`src/rtl/core/rms_pkg.sv`:
```
// Shared types, constants and helpers for the rotor move supervisor.
package rms_pkg;

  localparam int unsigned TimeW     = 48;
  localparam int unsigned AngleW    = 16;
  localparam int unsigned ErrW      = 15;
  localparam int unsigned CfgAddrW  = 3;
  localparam int unsigned CfgDataW  = 32;

  localparam logic [AngleW-1:0] FullTurn = 16'd36000;
  localparam logic [AngleW-1:0] HalfTurn = 16'd18000;

  localparam logic [14:0] TolAzRst      = 15'd50;
  localparam logic [14:0] TolElRst      = 15'd50;
  localparam logic [15:0] MotionThrRst  = 16'd10;
  localparam logic [31:0] MoveIntvRst   = 32'd1000000;
  localparam logic [31:0] StallTmoRst   = 32'd5000000;
  localparam logic [31:0] PosTmoRst     = 32'd3000000;

  typedef enum logic [CfgAddrW-1:0] {
    CFG_TOL_AZ        = 3'd0,
    CFG_TOL_EL        = 3'd1,
    CFG_MOTION_THR    = 3'd2,
    CFG_MOVE_INTERVAL = 3'd3,
    CFG_STALL_TIMEOUT = 3'd4,
    CFG_POS_TIMEOUT   = 3'd5
  } cfg_reg_e;

  typedef struct packed {
    logic                     cmd;
    logic [TimeW-1:0]         time_now;
    logic                     position_ok;
    logic [TimeW-1:0]         report_time;
    logic [AngleW-1:0]        meas_az;
    logic signed [AngleW-1:0] meas_el;
    logic [AngleW-1:0]        goal_az;
    logic signed [AngleW-1:0] goal_el;
  } req_t;

  typedef struct packed {
    logic [ErrW-1:0] error_az;
    logic [ErrW-1:0] error_el;
    logic            position_lost;
    logic            stalled;
    logic            move_now;
  } rsp_t;

  // Reduce a 16-bit azimuth into one turn; one subtract is enough below 65536.
  function automatic logic [AngleW-1:0] wrap_turn(input logic [AngleW-1:0] x);
    return (x >= FullTurn) ? (x - FullTurn) : x;
  endfunction

  // Magnitude of a 17-bit signed difference; fits 16 bits for 16-bit operands.
  function automatic logic [AngleW-1:0] abs_diff(input logic [AngleW:0] d);
    logic [AngleW:0] m;
    m = d[AngleW] ? (~d + 17'd1) : d;
    return m[AngleW-1:0];
  endfunction

  // True when a - b, taken as an exact signed difference, reaches lim.
  function automatic logic time_ge(input logic [TimeW-1:0] a,
                                   input logic [TimeW-1:0] b,
                                   input logic [CfgDataW-1:0] lim);
    logic [TimeW:0] d;
    d = {1'b0, a} - {1'b0, b};
    return !d[TimeW] && (d[TimeW-1:0] >= {{(TimeW-CfgDataW){1'b0}}, lim});
  endfunction

endpackage

```
`src/rtl/core/rms_if.sv`:
```
// Handshake channels of the rotor move supervisor: request, result and config write.
interface rms_req_if import rms_pkg::*; ();
  logic valid;
  logic ready;
  req_t data;
  modport source (output valid, output data, input ready);
  modport sink   (input valid, input data, output ready);
endinterface

interface rms_rsp_if import rms_pkg::*; ();
  logic valid;
  logic ready;
  rsp_t data;
  modport source (output valid, output data, input ready);
  modport sink   (input valid, input data, output ready);
endinterface

interface rms_cfg_if import rms_pkg::*; ();
  logic                valid;
  logic                ready;
  logic [CfgAddrW-1:0] addr;
  logic [CfgDataW-1:0] wdata;
  modport source (output valid, output addr, output wdata, input ready);
  modport sink   (input valid, input addr, input wdata, output ready);
endinterface

```
`src/rtl/core/rotor_move_supervisor.sv`:
```
// Rotor move supervisor: errors, position-lost, stall and move decisions per word.
// Pipeline: an accepted word is taken into the input register s1_q; its result is registered
// in out_q and offered from there, and s1_q holds while out_q waits on the result side.
// Throughput: one word per cycle unless the result side stalls; the input register feeds
// the rotor state update directly. Config writes are always ready.
// Reset (rst_ni low, async): config registers take their defaults, rotor state clears,
// both pipeline registers empty.
module rotor_move_supervisor import rms_pkg::*; (
  input  logic      clk_i,
  input  logic      rst_ni,
  rms_req_if.sink   req_i,
  rms_rsp_if.source rsp_o,
  rms_cfg_if.sink   cfg_i
);

  // configuration
  logic [14:0] tol_az_q, tol_el_q;
  logic [15:0] motion_thr_q;
  logic [31:0] move_intv_q, stall_tmo_q, pos_tmo_q;

  // rotor state
  logic                     have_prev_q;
  logic [AngleW-1:0]        prev_az_q;
  logic signed [AngleW-1:0] prev_el_q;
  logic [TimeW-1:0]         change_time_q;
  logic [TimeW-1:0]         move_time_q;

  // pipeline
  logic s1_valid_q, out_valid_q;
  req_t s1_q;
  rsp_t out_q, out_d;
  logic s1_adv;

  // datapath
  logic [AngleW-1:0] g_az, m_az, d_az, e_az;
  logic [AngleW:0]   d_raw;
  logic [AngleW-1:0] e_el;
  logic              off, moved_az, moved_el, changed;
  logic              mv_set, lost, stall, moved, move;

  assign cfg_i.ready = 1'b1;

  assign s1_adv      = s1_valid_q && (!out_valid_q || rsp_o.ready);
  assign req_i.ready = !s1_valid_q || s1_adv;
  assign rsp_o.valid = out_valid_q;
  assign rsp_o.data  = out_q;

  always_comb begin
    g_az  = wrap_turn(s1_q.goal_az);
    m_az  = wrap_turn(s1_q.meas_az);
    d_raw = {1'b0, g_az} + {1'b0, FullTurn} - {1'b0, m_az};
    d_az  = (d_raw >= {1'b0, FullTurn}) ? (d_raw[AngleW-1:0] - FullTurn) : d_raw[AngleW-1:0];
    e_az  = (d_az > HalfTurn) ? (FullTurn - d_az) : d_az;
    e_el  = abs_diff({s1_q.meas_el[AngleW-1], s1_q.meas_el}
                     - {s1_q.goal_el[AngleW-1], s1_q.goal_el});

    off = (e_az > {1'b0, tol_az_q}) || (e_el > {1'b0, tol_el_q});

    moved_az = abs_diff({1'b0, s1_q.meas_az} - {1'b0, prev_az_q}) >= motion_thr_q;
    moved_el = abs_diff({s1_q.meas_el[AngleW-1], s1_q.meas_el}
                        - {prev_el_q[AngleW-1], prev_el_q}) >= motion_thr_q;
    changed  = s1_q.position_ok && (!have_prev_q || moved_az || moved_el);

    mv_set = (move_time_q != '0);

    lost = (pos_tmo_q != '0) &&
           (!s1_q.position_ok || (s1_q.report_time == '0) ||
            time_ge(s1_q.time_now, s1_q.report_time, pos_tmo_q));

    // a fresh change resets the quiet time to zero, which never reaches a nonzero timeout
    stall = s1_q.position_ok && mv_set && (stall_tmo_q != '0) && off && !changed &&
            time_ge(s1_q.time_now, move_time_q, stall_tmo_q) &&
            time_ge(s1_q.time_now, change_time_q, stall_tmo_q);

    moved = !mv_set || (changed ? (s1_q.time_now >= move_time_q)
                                : (change_time_q >= move_time_q));
    move  = !lost && !stall && off && moved &&
            (!mv_set || time_ge(s1_q.time_now, move_time_q, move_intv_q));

    out_d.error_az      = e_az[ErrW-1:0];
    out_d.error_el      = e_el[AngleW-1] ? {ErrW{1'b1}} : e_el[ErrW-1:0];
    out_d.position_lost = !s1_q.cmd && lost;
    out_d.stalled       = !s1_q.cmd && stall;
    out_d.move_now      = !s1_q.cmd && move;
  end

  always_ff @(posedge clk_i or negedge rst_ni) begin
    if (!rst_ni) begin
      tol_az_q     <= TolAzRst;
      tol_el_q     <= TolElRst;
      motion_thr_q <= MotionThrRst;
      move_intv_q  <= MoveIntvRst;
      stall_tmo_q  <= StallTmoRst;
      pos_tmo_q    <= PosTmoRst;
    end else if (cfg_i.valid) begin
      unique case (cfg_reg_e'(cfg_i.addr))
        CFG_TOL_AZ:        tol_az_q     <= cfg_i.wdata[14:0];
        CFG_TOL_EL:        tol_el_q     <= cfg_i.wdata[14:0];
        CFG_MOTION_THR:    motion_thr_q <= cfg_i.wdata[15:0];
        CFG_MOVE_INTERVAL: move_intv_q  <= cfg_i.wdata;
        CFG_STALL_TIMEOUT: stall_tmo_q  <= cfg_i.wdata;
        CFG_POS_TIMEOUT:   pos_tmo_q    <= cfg_i.wdata;
        default: ;
      endcase
    end
  end

  always_ff @(posedge clk_i or negedge rst_ni) begin
    if (!rst_ni) begin
      have_prev_q   <= 1'b0;
      prev_az_q     <= '0;
      prev_el_q     <= '0;
      change_time_q <= '0;
      move_time_q   <= '0;
    end else if (s1_adv) begin
      if (s1_q.cmd) begin
        // re-arm from this word
        have_prev_q   <= s1_q.position_ok;
        prev_az_q     <= s1_q.meas_az;
        prev_el_q     <= s1_q.meas_el;
        change_time_q <= s1_q.time_now;
        move_time_q   <= '0;
      end else begin
        if (s1_q.position_ok) begin
          have_prev_q <= 1'b1;
          prev_az_q   <= s1_q.meas_az;
          prev_el_q   <= s1_q.meas_el;
        end
        if (changed) begin
          change_time_q <= s1_q.time_now;
        end
        if (move) begin
          move_time_q <= s1_q.time_now;
        end
      end
    end
  end

  always_ff @(posedge clk_i or negedge rst_ni) begin
    if (!rst_ni) begin
      s1_valid_q  <= 1'b0;
      out_valid_q <= 1'b0;
    end else begin
      if (req_i.ready) begin
        s1_valid_q <= req_i.valid;
      end
      if (s1_adv) begin
        out_valid_q <= 1'b1;
      end else if (rsp_o.ready) begin
        out_valid_q <= 1'b0;
      end
    end
  end

  always_ff @(posedge clk_i) begin
    if (req_i.valid && req_i.ready) begin
      s1_q <= req_i.data;
    end
    if (s1_adv) begin
      out_q <= out_d;
    end
  end

endmodule

```
`src/flat_wrapper.sv`:
```
// flat-port wrapper written by rule: the top's interface ports become plain ports
module rotor_move_supervisor_flat import rms_pkg::*;
  (clk_i, rst_ni, req_i_valid, req_i_data, req_i_ready, rsp_o_valid, rsp_o_data, rsp_o_ready, cfg_i_valid, cfg_i_addr, cfg_i_wdata, cfg_i_ready);
  rms_req_if req_i_i ();
  rms_rsp_if rsp_o_i ();
  rms_cfg_if cfg_i_i ();
  input  logic clk_i;
  input  logic rst_ni;
  input wire logic [$bits(req_i_i.valid)-1:0] req_i_valid;
  input wire logic [$bits(req_i_i.data)-1:0] req_i_data;
  output wire logic [$bits(req_i_i.ready)-1:0] req_i_ready;
  output wire logic [$bits(rsp_o_i.valid)-1:0] rsp_o_valid;
  output wire logic [$bits(rsp_o_i.data)-1:0] rsp_o_data;
  input wire logic [$bits(rsp_o_i.ready)-1:0] rsp_o_ready;
  input wire logic [$bits(cfg_i_i.valid)-1:0] cfg_i_valid;
  input wire logic [$bits(cfg_i_i.addr)-1:0] cfg_i_addr;
  input wire logic [$bits(cfg_i_i.wdata)-1:0] cfg_i_wdata;
  output wire logic [$bits(cfg_i_i.ready)-1:0] cfg_i_ready;
  assign req_i_i.valid = req_i_valid;
  assign req_i_i.data = req_i_data;
  assign req_i_ready = req_i_i.ready;
  assign rsp_o_valid = rsp_o_i.valid;
  assign rsp_o_data = rsp_o_i.data;
  assign rsp_o_i.ready = rsp_o_ready;
  assign cfg_i_i.valid = cfg_i_valid;
  assign cfg_i_i.addr = cfg_i_addr;
  assign cfg_i_i.wdata = cfg_i_wdata;
  assign cfg_i_ready = cfg_i_i.ready;
  rotor_move_supervisor u_core (.clk_i(clk_i), .rst_ni(rst_ni), .req_i(req_i_i), .rsp_o(rsp_o_i), .cfg_i(cfg_i_i));
endmodule
```
`config.mk`:
```
export PLATFORM = sky130hd
export DESIGN_NAME = rotor_move_supervisor_flat
export DESIGN_NICKNAME = d
export VERILOG_FILES = /design/src/rtl/core/rms_pkg.sv /design/src/rtl/core/rms_if.sv /design/src/rtl/core/rotor_move_supervisor.sv /design/src/flat_wrapper.sv
export SDC_FILE = /design/constraint.sdc
export NUM_CORES = 1
export LEC_CHECK = 0
export BUFFER_PORTS_ARGS = -buffer_cell sky130_fd_sc_hd__buf_2
export CORE_MARGIN = 2
export CORE_UTILIZATION = 40
export CTS_CLUSTER_SIZE = 40
export DETAILED_ROUTE_END_ITERATION = 8
export GPL_ROUTABILITY_DRIVEN = 1
export PLACE_DENSITY = 0.65
export SYNTH_ARGS = -nofsm -noshare
export SYNTH_HDL_FRONTEND = slang
export SYNTH_SLANG_ARGS = --single-unit
export TNS_END_PERCENT = 1
```
`constraint.sdc`:
```
create_clock -name clk_i -period 11.95 [get_ports clk_i]
set_input_delay 2.39 -clock clk_i [delete_from_list [all_inputs] [get_ports clk_i]]
set_output_delay 2.39 -clock clk_i [all_outputs]
set_load 0.1 [all_outputs]
```
==> results.toml <==
[status]
outcome = "complete, no violations"

[cts]
cts_buffers = 53
path_clk_slew_ns = 0.06
h-tree-depth = 2
post_cts_resized = 0
hold_buffers = 0
clk_path_buf_depth = 3
cts_setup_buffers = 0
cts_tree = "yes"
cts.sinks = 468
cts_root_buf = "clkbuf_16"
clk_latency_ns = 0.64

[routing]
wl_um = 117000
remaining_drc_errors = 0
avgViaCountPerCell = 5.72
routedWlPerCell_um = 20.9
vias = 32000
drtIter0Drc = 2741
ant_nets = 0
dr.pass1.iters = 6

[place]
hpwl_um = 93800
gp_congestion = 0.943
place_ws_ns = 2.02
numPortBuffers = 236

[global_routing]
grt_antenna_before_repair = 8
grt_pass1_wl_um = 178000
grt_max_degree = 92
grt_pass1_vias = 30300
globalRoute.totalOverflow = 0
track_usage_pct = 24.2

[synth]
synthTopCellsByArea = "dfrtp_1 (16%), ha_1 (16%), edfxtp_1 (16%)"
yosys.area_share.simple_pct = 14.9
ys_seq_elements = 468
synthFlopType = "dfrtp_1"
synth_top_family_by_area = "compound AO/OA/AOI/OAI gates"
netlist_area_sq_um = 37200
synth_area_leader_cell = "dfrtp_1"
ys.warnings.count = 0
synth_area_per_cell_sq_um = 9.04
synth_cell_types = 82
synthesis.nets = 4788
synth_xor_area_share_pct = 5.16
synth_compound_area_share_pct = 19.2
synth_top_area_share_pct = 16.2
synth-async-reset-ratio_pct = 58.3
synth_edf_count = 195
synth_commonest_cells = "ha_1 (469), inv_1 (457), nand2_1 (327), a21oi_1 (308), o21ai_0 (283)"
synth-adder-area-share_pct = 16.2
ys_seq_area_share_pct = 34.3
synth.area.mux_share_pct = 4.41
syn-instance-count = 4110
yosys.cell_count.top_type = "ha_1"

[timing]
min_period_ns = 10.03
hold_viol = 0
fin_setup_tns_ns = 0
skew_ns = 0.0319
rsz0062_at_grt = "false"
setup_viol = 0
relSlewSlack_pct = 14.2
worst_pin_slew_ns = 1.25
timing.final.crit_share_pct = 83.9
slew_violations = 0
timing.fmax_mhz = 99.7
worst_slack_ns = 1.92

[final_layout]
nNetsFinal = 4987
drive_gt1_share_pct = 13.0
fillCellCount = 8947
syn_to_final_growth_pct = 11.6

[power]
peakVddDrop_uv = 165
p_int_mw = 5.18
swShare_pct = 46.5
p_clk_share_pct = 17.1
p_sw_mw = 4.51
powerDensity_nw_per_um2 = 234
seq_power_share_pct = 24.3
p_comb_share_pct = 58.6
cellLeakagePower_nw = 18.3

[critical_path]
r2r_start = "u_core.s1_q[54]"
path_class = "flop to flop"
endpoint_kind = "flop"
start_kind = "flop"
cp.required_ns = 12.51
path_max_fanout = 41
critPathMostFrequentCell = "o21ai_0"
critPathLaunch = "u_core.s1_q[54]"
crit_slowest_cell = "a21o_1"
max_stage_delay_ns = 0.66
cp.arrival_ns = 10.59

[floorplanning]
num_rows = 111
ios = 238
initial_core_util_pct = 40.5
die_h_um = 309
core_area_sq_um = 91800
die_w_um = 309
dieArea_sq_um = 95300

[flow_run]
cap_viol_max_count = 0

[hold_path]
hold_class = "flop to flop"
hp-start = "u_core.prev_az_q[5]"
[cell type report]
class / instances / area (sq um) / area share, %
Clock inverter: 27 / 241 / 0.583
Timing Repair Buffer: 261 / 1380 / 3.34
Tap cell: 1243 / 1560 / 3.75
Clock buffer: 73 / 1520 / 3.66
Inverter: 457 / 1720 / 4.14
Sequential cell: 468 / 12700 / 30.7
Antenna cell: 3 / 7.51 / 0.0181
Multi-Input combinational cell: 3068 / 22300 / 53.8
[stage by stage]
step           std cells  hold WS, ns  power [mW]  util [%]  cell area (sq um)
2_1_floorplan       4110        0.450        6.45         -              37200
3_3_place_gp        5496        0.462        7.81      43.2              39700
3_5_place_dp        5496        0.473        7.93      43.2              39700
4_1_cts             5596        0.487        9.64      45.1              41400
5_1_grt             5598        0.513        10.4      45.2              41500
6_report            5600        0.486        9.70      45.2              41500
[power groups by stage]
| stage | Sequential, mW | Clock, mW | Combinational [mW] |
|---|---|---|---|
| 2_1_floorplan | 2.51 | 0 | 3.93 |
| 3_3_place_gp | 2.36 | 0 | 5.44 |
| 3_5_place_dp | 2.37 | 0 | 5.56 |
| 4_1_cts | 2.34 | 1.69 | 5.60 |
| 5_1_grt | 2.38 | 1.75 | 6.30 |
| 6_report | 2.35 | 1.66 | 5.68 |
[final timing paths]
| kind | to | slack (ns) | cells past startpoint |
|---|---|---|---|
| min reg2reg | u_core.prev_az_q[5] | 0.49 | 2 |
| min | u_core.prev_az_q[5] | 0.49 | 2 |
| max | u_core.move_time_q[47] | 1.92 | 36 |
| max in group asynchronous | u_core.prev_az_q[14] | 8.04 | 3 |
| min in group asynchronous | u_core.change_time_q[41] | 1.77 | 1 |
| max reg2reg | u_core.move_time_q[47] | 1.92 | 36 |
[state kept, by name, summed over array words and instances, names as in the netlist, 32 cells and up]
register              cells
u_core.s1_q             162
u_core.change_time_q     48
u_core.move_time_q       48
u_core.rsp_o.data        33
u_core.move_intv_q       32
u_core.pos_tmo_q         32
u_core.stall_tmo_q       32
[logic make-up after synthesis]
kind of cell | Yosys count
AOI/OAI and AO/OA | 1111
xor gates and xnor gates | 219
adders and majority gates | 476
buffers and inverters | 574
DFF | 468
muxes | 146
other | 1
and+or+nand+nor | 1115
[placed cells by master, fill, tap and decap left out, types with 31 or more instances in the layout]
master / netlist / final
a31oi_1: 31 / 31
o21ai_0: 283 / 282
clkbuf_16: 0 / 55
nand4_1: 103 / 103
ha_1: 469 / 469
nor2b_1: 40 / 40
a211oi_1: 37 / 37
buf_2: 7 / 235
nor2_1: 226 / 226
nand3_1: 61 / 61
o211ai_1: 36 / 36
a21o_1: 109 / 109
dfrtp_1: 240 / 240
edfxtp_1: 195 / 195
nor3_1: 68 / 66
nand2b_1: 62 / 62
o21bai_1: 32 / 32
dfstp_2: 33 / 33
nor4_1: 88 / 88
a21oi_1: 308 / 308
xnor2_1: 134 / 134
xor2_1: 85 / 85
mux2_2: 141 / 141
inv_1: 457 / 456
nand2_1: 327 / 326
o21a_1: 43 / 43
[critical path, delay by kind of cell (launching register included)]
kind | cells | cell delay (ns)
buffers and inverters | 2 | 0.71
muxes | 1 | 0.41
adders and majority gates | 3 | 0.99
and+or+nand+nor | 8 | 1.15
AOI/OAI and AO/OA | 19 | 5.47
xor gates and xnor gates | 3 | 0.78
DFF | 1 | 0.45
[layer usage]
layer / global-route usage (%) / routed length (um) / vias up
li1: - / - / 15400
met4: 6.19 / 2980 / 4
met2: 36.8 / 50400 / 1030
met3: 3.93 / 8910 / 171
met5: 0 / 21 / -
met1: 35.5 / 55000 / 15400
(Power assumes the default switching activity.)
